$ cat src/hdl/circular_deque_defines.svh
// Assertion macros for the circular deque.
// CD_ASSERT checks on every rising clock edge outside reset, CD_ASSERT_ALWAYS also during reset.
`ifndef CIRCULAR_DEQUE_DEFINES_SVH
`define CIRCULAR_DEQUE_DEFINES_SVH

`ifndef SYNTHESIS
`define CD_ASSERT(lbl, prop, msg) \
  lbl: assert property (@(posedge clk_i) disable iff (!rst_ni) (prop)) else $error(msg);
`define CD_ASSERT_ALWAYS(lbl, prop, msg) \
  lbl: assert property (@(posedge clk_i) (prop)) else $error(msg);
`else
`define CD_ASSERT(lbl, prop, msg)
`define CD_ASSERT_ALWAYS(lbl, prop, msg)
`endif

`endif

$ cat src/hdl/cd_pkg.sv
`timescale 1ns / 1ps

package cd_pkg;

  localparam int unsigned DATA_W   = 32;
  localparam int unsigned CMD_W    = 2;
  localparam int unsigned STATUS_W = 2;
  localparam int unsigned FILL_W   = 4;

  // Command codes
  typedef enum logic [CMD_W-1:0] {
    CMD_PUSH_BACK  = 2'd0,
    CMD_PUSH_FRONT = 2'd1,
    CMD_POP_FRONT  = 2'd2,
    CMD_POP_BACK   = 2'd3
  } cmd_e;

  // Result status codes
  typedef enum logic [STATUS_W-1:0] {
    ST_DONE      = 2'd0,
    ST_OVERFLOW  = 2'd1,
    ST_UNDERFLOW = 2'd2
  } status_e;

  // Broadcast from the control to every cell of the row
  typedef struct packed {
    logic fire;  // command accepted and not rejected
    cmd_e cmd;
  } cell_ctrl_t;

endpackage

$ cat src/hdl/cd_cell.sv
`timescale 1ns / 1ps

// One slot of the deque row. Slot 0 holds the front entry; entries sit at
// slots 0 .. count-1 with no gaps.
module cd_cell #(
  parameter int unsigned IDX   = 0,
  parameter int unsigned CNT_W = 4
) (
  input  logic                          clk_i,
  input  cd_pkg::cell_ctrl_t            ctrl_i,
  input  logic [CNT_W-1:0]              count_i,
  input  logic [cd_pkg::DATA_W-1:0]     push_value_i,
  input  logic [cd_pkg::DATA_W-1:0]     left_i,   // from slot IDX-1
  input  logic [cd_pkg::DATA_W-1:0]     right_i,  // from slot IDX+1
  output logic [cd_pkg::DATA_W-1:0]     value_o,
  output logic [cd_pkg::DATA_W-1:0]     tap_o     // own value when this slot is the back
);

  logic [cd_pkg::DATA_W-1:0] value_q;
  logic [cd_pkg::DATA_W-1:0] value_d;
  logic                      at_back;
  logic                      at_fill;

  assign at_fill = (count_i == CNT_W'(IDX));
  assign at_back = ((count_i - CNT_W'(1)) == CNT_W'(IDX));

  // Next slot value: load, shift toward the back, shift toward the front, or hold
  always_comb begin
    value_d = value_q;
    if (ctrl_i.fire) begin
      unique case (ctrl_i.cmd)
        cd_pkg::CMD_PUSH_BACK: begin
          if (at_fill) value_d = push_value_i;
        end
        cd_pkg::CMD_PUSH_FRONT: begin
          value_d = (IDX == 0) ? push_value_i : left_i;
        end
        cd_pkg::CMD_POP_FRONT: begin
          value_d = right_i;
        end
        cd_pkg::CMD_POP_BACK: begin
          value_d = value_q;
        end
        default: begin
          value_d = value_q;
        end
      endcase
    end
  end

  // Payload only, no reset
  always_ff @(posedge clk_i) begin
    value_q <= value_d;
  end

  assign value_o = value_q;
  assign tap_o   = at_back ? value_q : '0;

endmodule

$ cat src/hdl/circular_deque.sv
`timescale 1ns / 1ps

// Channel | Direction | Handshake             | Payload
// --------+-----------+-----------------------+----------------------------------------
// in      | input     | in_valid_i/in_stall_o | command_i, push_value_i
// out     | output    | out_valid_o/out_stall_i | status_o, popped_value_o, fill_count_o
//
// Each command updates the row of slot cells and loads the result register at the
// accepting edge; a new command can follow every cycle while in_stall_o is low.
// The back-slot read is an OR tree over the cell taps.
// Reset clears the fill count and result valid; slot contents stay undefined.
// While a result waits under out_stall_i, in_stall_o is held high.
module circular_deque #(
  parameter int unsigned CAPACITY = 8
) (
  input  logic               clk_i,
  input  logic               rst_ni,
  input  logic               in_valid_i,
  output logic               in_stall_o,
  input  logic [1:0]         command_i,
  input  logic signed [31:0] push_value_i,
  output logic               out_valid_o,
  input  logic               out_stall_i,
  output logic [1:0]         status_o,
  output logic signed [31:0] popped_value_o,
  output logic [3:0]         fill_count_o
);

  `include "circular_deque_defines.svh"

  localparam int unsigned CNT_W = $clog2(CAPACITY + 1);
  localparam int unsigned DW    = cd_pkg::DATA_W;

  logic [CNT_W-1:0]    count_q, count_d;
  logic                out_valid_q;
  cd_pkg::status_e     status_q, status_d;
  logic [DW-1:0]       popped_q, popped_d;

  logic                accept;
  cd_pkg::cmd_e        cmd;
  logic                is_push;
  logic                full;
  logic                empty;
  cd_pkg::cell_ctrl_t  ctrl;

  logic [DW-1:0]       cell_val [CAPACITY];
  logic [DW-1:0]       cell_tap [CAPACITY];
  logic [DW-1:0]       back_val;

  assign in_stall_o = out_valid_q && out_stall_i;
  assign accept     = in_valid_i && !in_stall_o;
  assign cmd        = cd_pkg::cmd_e'(command_i);
  assign is_push    = (cmd == cd_pkg::CMD_PUSH_BACK) || (cmd == cd_pkg::CMD_PUSH_FRONT);
  assign full       = (count_q == CNT_W'(CAPACITY));
  assign empty      = (count_q == '0);

  // Status and broadcast to the cells
  always_comb begin
    status_d = cd_pkg::ST_DONE;
    if (is_push && full)   status_d = cd_pkg::ST_OVERFLOW;
    if (!is_push && empty) status_d = cd_pkg::ST_UNDERFLOW;
    ctrl.fire = accept && (status_d == cd_pkg::ST_DONE);
    ctrl.cmd  = cmd;
  end

  // Row of slot cells
  for (genvar i = 0; i < CAPACITY; i++) begin : g_cell
    logic [DW-1:0] left_w;
    logic [DW-1:0] right_w;
    if (i == 0) begin : g_first
      assign left_w = '0;
    end else begin : g_mid_l
      assign left_w = cell_val[i-1];
    end
    if (i == CAPACITY - 1) begin : g_last
      assign right_w = '0;
    end else begin : g_mid_r
      assign right_w = cell_val[i+1];
    end
    cd_cell #(
      .IDX   (i),
      .CNT_W (CNT_W)
    ) u_cell (
      .clk_i        (clk_i),
      .ctrl_i       (ctrl),
      .count_i      (count_q),
      .push_value_i (push_value_i),
      .left_i       (left_w),
      .right_i      (right_w),
      .value_o      (cell_val[i]),
      .tap_o        (cell_tap[i])
    );
  end

  // Back entry: only the back cell drives a nonzero tap
  always_comb begin
    back_val = '0;
    for (int i = 0; i < CAPACITY; i++) begin
      back_val = back_val | cell_tap[i];
    end
  end

  // Popped value and next fill count
  always_comb begin
    popped_d = '0;
    count_d  = count_q;
    if (ctrl.fire) begin
      unique case (cmd)
        cd_pkg::CMD_PUSH_BACK,
        cd_pkg::CMD_PUSH_FRONT: count_d = count_q + CNT_W'(1);
        cd_pkg::CMD_POP_FRONT: begin
          popped_d = cell_val[0];
          count_d  = count_q - CNT_W'(1);
        end
        cd_pkg::CMD_POP_BACK: begin
          popped_d = back_val;
          count_d  = count_q - CNT_W'(1);
        end
        default: count_d = count_q;
      endcase
    end
  end

  // Control state
  always_ff @(posedge clk_i or negedge rst_ni) begin
    if (!rst_ni) begin
      count_q     <= '0;
      out_valid_q <= 1'b0;
    end else begin
      if (accept) begin
        count_q     <= count_d;
        out_valid_q <= 1'b1;
      end else if (!out_stall_i) begin
        out_valid_q <= 1'b0;
      end
    end
  end

  // Result payload
  always_ff @(posedge clk_i) begin
    if (accept) begin
      status_q <= status_d;
      popped_q <= popped_d;
    end
  end

  assign out_valid_o    = out_valid_q;
  assign status_o       = status_q;
  assign popped_value_o = popped_q;
  assign fill_count_o   = cd_pkg::FILL_W'(count_q);

  // Checks
  `CD_ASSERT(a_count_range, count_q <= CNT_W'(CAPACITY), "fill count beyond capacity")
  `CD_ASSERT(a_overflow_hold, accept && is_push && full |=> count_q == $past(count_q),
             "overflow changed the fill count")
  `CD_ASSERT(a_pop_dec, ctrl.fire && !is_push |=> count_q == $past(count_q) - CNT_W'(1),
             "successful pop did not decrement the fill count")
  `CD_ASSERT(a_underflow_zero,
             out_valid_q && status_q == cd_pkg::ST_UNDERFLOW |-> popped_q == '0,
             "underflow result carries a nonzero value")

endmodule

$ cat config.mk
export PLATFORM = sky130hd
export DESIGN_NAME = circular_deque
export DESIGN_NICKNAME = d
export VERILOG_FILES = /design/src/hdl/cd_pkg.sv /design/src/hdl/cd_cell.sv /design/src/hdl/circular_deque.sv
export VERILOG_INCLUDE_DIRS = /design/src /design/src/hdl
export SDC_FILE = /design/constraint.sdc
export NUM_CORES = 1
export LEC_CHECK = 0
export ABC_AREA = 1
export BUFFER_PORTS_ARGS = -buffer_cell sky130_fd_sc_hd__buf_2
export CAP_MARGIN = 20
export CELL_PAD_IN_SITES_DETAIL_PLACEMENT = 1
export CELL_PAD_IN_SITES_GLOBAL_PLACEMENT = 2
export CORE_ASPECT_RATIO = 0.9
export CORE_MARGIN = 10
export CORE_UTILIZATION = 25
export CTS_CLUSTER_SIZE = 40
export DETAILED_ROUTE_END_ITERATION = 6
export PLACE_DENSITY_LB_ADDON = 0.1
export SLEW_MARGIN = 25
export SYNTH_ARGS = -nofsm -noshare
export SYNTH_HDL_FRONTEND = slang
export SYNTH_HIERARCHICAL = 1
export SYNTH_SLANG_ARGS = --single-unit
$ cat constraint.sdc
create_clock -name clk_i -period 9.6 [get_ports clk_i]
set_input_delay 0.48 -clock clk_i [delete_from_list [all_inputs] [get_ports clk_i]]
set_output_delay 0.48 -clock clk_i [all_outputs]
set_load 0.02 [all_outputs]
* Yosys cells after proc, flatten, opt, wreduce, memory -nomap -nowiden
Cells that the tools add are included.
** Word-level totals
- ROM bits :: 0
- RAM bits :: 0
- Bits of input ports :: 38
- Bits in latches :: 0
- Logic and storage cells :: 102
- Memories :: 0
- Output and inout port bits :: 40
- Flip-flop bits (word level) :: 295
** Cells by class
- Mux-type cells :: 30
- $add $sub $neg :: 2
- Bitwise logic cells :: 8
- Div/mod/pow operators :: 0
- Shifts and indexed selects :: 0
- Reductions and logical operators :: 23
- Order comparisons :: 0
- $mul :: 0
- Equal/unequal tests :: 27
** Operator list (number)
- $pmux W32 S3 :: 8
- $mux W32 :: 16
- $or A32 B32 Y32 :: 7
- $pmux W32 S2 :: 1
- $eq A4 B3 Y1 const B :: 8
- $reduce_and A3 Y1 :: 8
- $eq A4 B2 Y1 const B :: 4
- $ne A2 B1 Y1 const B :: 8
- $eq A4 B1 Y1 const B :: 2
- $logic_not A4 Y1 :: 2
- $pmux W4 S2 :: 1
- $logic_and A1 B1 Y1 :: 5
- $add A4 B1 Y4 const B :: 1
- $eq A2 B2 Y1 const B :: 2
- $eq A4 B4 Y1 const B :: 1
- $logic_not A2 Y1 :: 2
- $reduce_or A2 Y1 :: 2
- $sub A4 B1 Y4 const B :: 1
- $mux W1 :: 3
- $eq A2 B1 Y1 const B :: 1
- $logic_not A1 Y1 :: 2
- $mux W2 :: 1
- $ne A2 B2 Y1 const B :: 1
- $reduce_and A2 Y1 :: 1
- other kinds (2) :: 2

* Depth between registers and ports, before layout
Gate-level depths: netlist (run 1).
- Depth in word-level cells :: 11
- Gate-level depth with buffers :: 9
- Gate-level depth less buffers :: 8

* By module
The synthesis (run 1) kept the hierarchy.
** Modules (own cells, without submodules)
- cd_cell at g_cell[5].u_cell ... :: cells an instance 256, times used 2, seq. area each 960.9 µm², area each 2026.9 µm²
- cd_cell at g_cell[1].u_cell ... :: cells an instance 254, times used 2, seq. area each 960.9 µm², area each 2001.9 µm²
- circular_deque :: cells an instance 388, times used 1, seq. area each 1146.1 µm², area each 2766.4 µm²
- cd_cell at g_cell[3].u_cell :: cells an instance 319, times used 1, seq. area each 960.9 µm², area each 2285.9 µm²
- cd_cell at g_cell[4].u_cell :: cells an instance 254, times used 1, seq. area each 960.9 µm², area each 2016.9 µm²
- cd_cell at g_cell[7].u_cell :: cells an instance 256, times used 1, seq. area each 960.9 µm², area each 1983.2 µm²
- cd_cell at g_cell[0].u_cell :: cells an instance 217, times used 1, seq. area each 960.9 µm², area each 1836.8 µm²

* Worst setup path after synthesis (run 1)
No wires, ideal clock.
- Path kind :: input to register
- From :: input out_stall_i
- To :: register g_cell[1].u_cell.value_q (netlist bit g_cell[1].u_cell/value_o[0]), enable pin
- Buffers on the path :: 0
- Data required time :: 9.168 ns
- Setup time :: 0.432 ns
- Arrival time :: 3.903 ns
- Slack :: 5.265 ns
- Stages on the path :: 7
- Path through :: nand2_1 > inv_1 > nor2_2 > nand2_1 > nor2_1 > nand2_1 > a21oi_1
** RTL lines
- start: declaration :: RTL line circular_deque.sv:23 : input logic out_stall_i,
- end signal: assignment :: RTL line cd_cell.sv:53 : value_q <= value_d;
- end: declaration :: RTL line cd_cell.sv:19 : logic [cd_pkg::DATA_W-1:0] value_q;

==> run metrics, run 1 <==
GRT Total Usage=0.184; initial antenna violation count=2; internal power=2.82 mW; commonest non-fill, non-tap cell in the layout=nand2_1; post-layout util=0.286; Psw=1.70 mW; switching share of total power=0.376; Layout Cells excl Fill=3497; DRC viols=0; H-tree Lvls=2; clock network power share=0.331; average cell area after synthesis=7.72 um2; Area contributors post-synth=edfxtp_1 (46%), nand2_1 (13%), nor2_1 (10%), inv_1 (6.5%), a31oi_1 (4.1%); RSZ-0062 raised after global routing=no; drt via density=4.71; setup_tns=0 ns; GPL Wtd Cong=0.745; P_leak=about 9 nW; Final Routed Wirelength=81100 um; peak supply drop=116 uV; Worst Hold Class=in2reg; placed cells=about 3400; Max Clock Freq=0.262 GHz; Critical Path Max Stage Delay=0.92 ns; dpl cell area=around 20000 um2; overall power=4.52 mW; grt ovf=0; Post-Syn Area=18900 um2; max-slew violation count=0; fin area=21400 um2; register area share after synthesis=0.466; Die Area=87200 um2; largest net degree at the start of global routing=65; Flop pwr share=0.393; CP arrival=4.05 ns; WHS=0.141 ns; # clock sinks=~300; combinational power share=0.277; cell taking the most area after synthesis=edfxtp_1; post-synth top area share=0.460; hpwl dp=roughly 48000 um; n_diodes=0; CP delay by family, top=simple AND/OR/NAND/NOR gates; CP Max Fanout=20; Critical Path RT=~10 ns; Die Wd=between 300 and 400 um; CTS tree=built; pre-CTS WS=between 5 and 6 ns; Post-synth EDFFs=290; CP Buf/Inv Count=2; row count=95; CTS Hold Bufs=1; first-pass GRT wire length=118000 um; worst skew pair latency=0.57 ns; nets=about 2600; Setup Crit Path Kind=reg2reg; CP most frequent cell=nor2_1; Async S/R FF share, synth=0.0169; Routed Antenna Nets=0; Chip Height=281 um; Yosys reg bits=between 200 and 300; Cell Pwr Density=211 nW/um2; CP max-delay cell=dfrtp_1; Setup Viol. Count Final=0; DR pass1 iterations=5; Netlist cell types=33; Primary FF master, synth=edfxtp_1; CTS root buf=clkbuf_16; number of port buffers=77; vias in the first global route=17200; outcome=finished, final reports clean; Initial Util=0.253; setup bufs post-CTS=0; fraction of layout cells with a size suffix above 1=0.132; most frequent cells in the layout=nand2_1 (648), nor2_1 (516), inv_1 (328), edfxtp_1 (290), a21oi_1 (130); Max Cap Viol=0; wire per inst=23.2 um; area growth from synthesis to final layout=13.0%; Worst-path clk slew=0.05 ns; Worst Max-Slew Pin Slew=1.02 ns; crit-path cells=nor2_1, nand3_1, inv_1, nor2_1, nand2_1, a21oi_4, buf_4; Fin. Hold Viols=0; Core Box Area=~75000 um2; Worst Setup End Kind=flip-flop; crit start category=flip-flop; Num CTS Buffers=41; vias=16500; clk_skew=approximately 0.017 ns; drt first-iter violations=between 900 and 1000; Syn Inst Count=2454; Yosys warning count=6; fin crit period=3.82 ns; slew margin rel.=0.317; boundary pin count=78; final clock period utilization by the worst path=0.398; worst-case clock buffer depth=3; post-CTS resize count=0; setup slack after layout=approximately 5.8 ns
==> tightest hold or removal path, cell delays in order <==
cell and delay (ns):
buf_2 0.07, nand2_1 0.05, nand2_1 0.06
==> cells by family (layout without fill, tap and decap cells) <==
family                   count (synthesis)  in the layout  synth area share
AO/OA/AOI/OAI                          359            359             0.113
other                                    1             32          0.000198
AND/OR/NAND/NOR                       1298           1298             0.278
adder cells (fa/ha/maj)                 31             31            0.0209
XOR/XNOR                                 3              3           0.00139
buffers and inverters                  467            509             0.121
flip-flops                             295            295             0.466
==> worst paths after layout <==
path / startpoint / to / slack [ns] / cells past startpoint
setup / recovery: fill_count_o[0] / g_cell[1].u_cell/value_o[17] / 5.78 / 7
hold / removal: out_stall_i / out_valid_o / 0.14 / 3
setup reg to reg: fill_count_o[0] / g_cell[1].u_cell/value_o[17] / 5.78 / 7
hold reg to reg: out_valid_o / out_valid_o / 0.49 / 2
max in group asynchronous: rst_ni / fill_count_o[2] / 9.19 / 2
min in group asynchronous: rst_ni / fill_count_o[3] / 0.27 / 2
==> flip-flops by register name, summed over array words and instances, names as in the netlist <==
register / cells
popped_value_o: 32
status_o: 2
fill_count_o: 4
g_cell.u_cell/value_o: 256
out_valid_o: 1
==> Yosys cell counts (all sizes together), types with 2 or more instances <==
| library cell | n |
|---|---|
| edfxtp | 290 |
| dfrtp | 5 |
| buf | 131 |
| nand3b | 3 |
| a21oi | 167 |
| nor2 | 602 |
| nand2 | 649 |
| xor2 | 2 |
| o21ai | 64 |
| clkbuf | 4 |
| a31oi | 128 |
| nand4 | 2 |
| inv | 332 |
| nand3 | 42 |
| ha | 30 |
==> routing by layer <==
metal | global-route usage | part of all wire | up-vias
met3 | 0.0188 | 0.032 | 109
met4 | 0.0555 | 0.028 | 0
met5 | 0 | 0 | -
met1 | 0.248 | 0.47 | 8218
met2 | 0.308 | 0.46 | 296
li1 | - | - | 7859
==> cell type report <==
cell class                      count  area [um2]
Fill cell                        9046       53500
Sequential cell                   295        8830
Multi-Input combinational cell   1723        8180
Inverter                          332        1250
Tap cell                          970        1210
Clock buffer                       52        1110
Timing Repair Buffer              107         673
Clock inverter                     18         138
==> power by group through the flow <==
stage	Sequential (mW)	Clock [mW]	Combinational, mW
detailed placement	1.80	0	1.27
global placement	1.80	0	1.25
global route	1.80	1.59	1.40
finish	1.77	1.49	1.25
CTS	1.78	1.55	1.28
floorplan	1.78	0	0.808
No activity file was read; power rests on OpenSTA's default activity.
==> run 2, diff against run 1 <==
==> constraint.sdc (replaced) <==
create_clock -name clk_i -period 3.3 [get_ports clk_i]
set_input_delay 0.165 -clock clk_i [delete_from_list [all_inputs] [get_ports clk_i]]
set_output_delay 0.165 -clock clk_i [all_outputs]
set_load 0.02 [all_outputs]
==> run metrics, run 2 (synthesis results as in run 1) <==
placed cells=3470; H-tree Lvls=2; first-pass GRT wire length=121000 um; final clock period utilization by the worst path=0.808; Crit path depth=8; peak supply drop=roughly 340 uV; vias in the first global route=17600; setup slack after layout=about 0.63 ns; Max Clock Freq=0.375 GHz; Num CTS Buffers=just over 40; slew margin rel.=0.438; Chip Height=281 um; Worst Max-Slew Pin Slew=0.843 ns; RSZ-0062 raised after global routing=no; Critical Path Max Stage Delay=0.84 ns; CP Buf/Inv Count=3; vias=16600; drt via density=between 4 and 5; area of the multi-input gates=slightly above 8000 um2; fin area=21800 um2; CP delay by family, top=flip-flops; CP Launch Point=fill_count_o[3]; # clock sinks=295; clk_skew=0.0246 ns; wire per inst=23.5 um; Fin. Hold Viols=0; Setup Crit Path Kind=reg2reg; outcome=finished, final reports clean; GPL Wtd Cong=0.770; worst-case clock buffer depth=3; hold path depth=3; hpwl dp=56100 um; Max Cap Viol=0; crit start category=flip-flop; row count=95; dpl cell area=20500 um2; Cell Pwr Density=602 nW/um2; DR pass1 iterations=5; CTS tree=built; Die Wd=310 um; drt first-iter violations=867; DRC viols=0; CP Max Fanout=21; FF-to-FF Start=fill_count_o[3]; initial antenna violation count=5; largest net degree at the start of global routing=43; grt ovf=0; Reg area=between 8000 and 9000 um2; Setup Viol. Count Final=0; post-layout util=0.291; pre-CTS WS=0.649 ns; Final Routed Wirelength=83500 um; Layout Cells excl Fill=approximately 3600; number of port buffers=77; Initial Util=0.253; boundary pin count=78; fraction of layout cells with a size suffix above 1=0.139; R2R depth=8; max reg flops=256; CTS root buf=clkbuf_16; worst skew pair latency=0.58 ns; Die Area=87200 um2; hold path startpoint=push_value_i[9]; GRT Total Usage=0.190; CP arrival=~2.9 ns; crit-path cells=nor2_1, nand3_1, inv_1, nor2_1, buf_4, nand2_1, a21oi_4, buf_4; nets=2625; Worst Setup End Kind=flip-flop; post-CTS resize count=0; Core Box Area=between 70000 and 80000 um2; Routed Antenna Nets=0; P_leak=9.44 nW; area growth from synthesis to final layout=15.1%; fin crit period=2.67 ns; most frequent cells in the layout=nand2_1 (648), nor2_1 (516), inv_1 (328), edfxtp_1 (290), a21oi_1 (130); CP max-delay cell=dfrtp_1; FILL cells=9010; setup_tns=0 ns; max-slew violation count=0; Worst Hold Class=in2reg; Worst-path clk slew=0.06 ns; Critical Path RT=3.50 ns; overall power=13.1 mW; WHS=0.0327 ns; commonest non-fill, non-tap cell in the layout=nand2_1
-- run 2: repair_timing --
item | CTS | global route
endpoints found under the hold margin | 15 | 0
buffers inserted | 0 | 0
hold buffers | 13 | 0
setup endpoints to repair | 0 | 0
-- run 2: final cells by class --
type / instances / share of cell area
clock inverter: 14 / 0.00310
inverter: 332 / 0.0574
timing repair buffer: 163 / 0.0568
sequential: 295 / 0.405
multi-input combinational: 1723 / 0.369
tap: 970 / 0.0557
clock buffer: 58 / 0.0524
antenna: 2 / 0.000230
-- run 2: metal layers --
layer / wire, um / up-vias / GRT usage / part of all wire
met5: 0 / - / 0 / 0
met4: 2300 / 0 / 0.0551 / 0.028
met3: 2430 / 99 / 0.0198 / 0.029
met2: 40600 / 270 / 0.331 / 0.49
met1: 38200 / 8266 / 0.246 / 0.46
li1: - / 7974 / - / -
-- run 2: final timing paths --
kind                       slack [ns]                            to
hold / removal                   0.03   g_cell[0].u_cell/value_o[9]
min in group asynchronous        0.54               fill_count_o[2]
setup / recovery                 0.63  g_cell[2].u_cell/value_o[21]
max in group asynchronous        2.54                   out_valid_o
hold reg to reg                  0.62   g_cell[0].u_cell/value_o[3]
setup reg to reg                 0.63  g_cell[2].u_cell/value_o[21]
-- run 2: worst min-delay path: cells and delay by family --
family	cells	cell delay, ns
buf+inv	1	0.21
simple gates	2	0.13
-- run 2: where the power goes --
group          leakage (nW)  internal, mW  switching, mW
combinational          6.07          1.09           2.66
clock                 0.597          2.40           1.83
sequential             2.78          4.71          0.437
total                  9.44          8.20           4.93
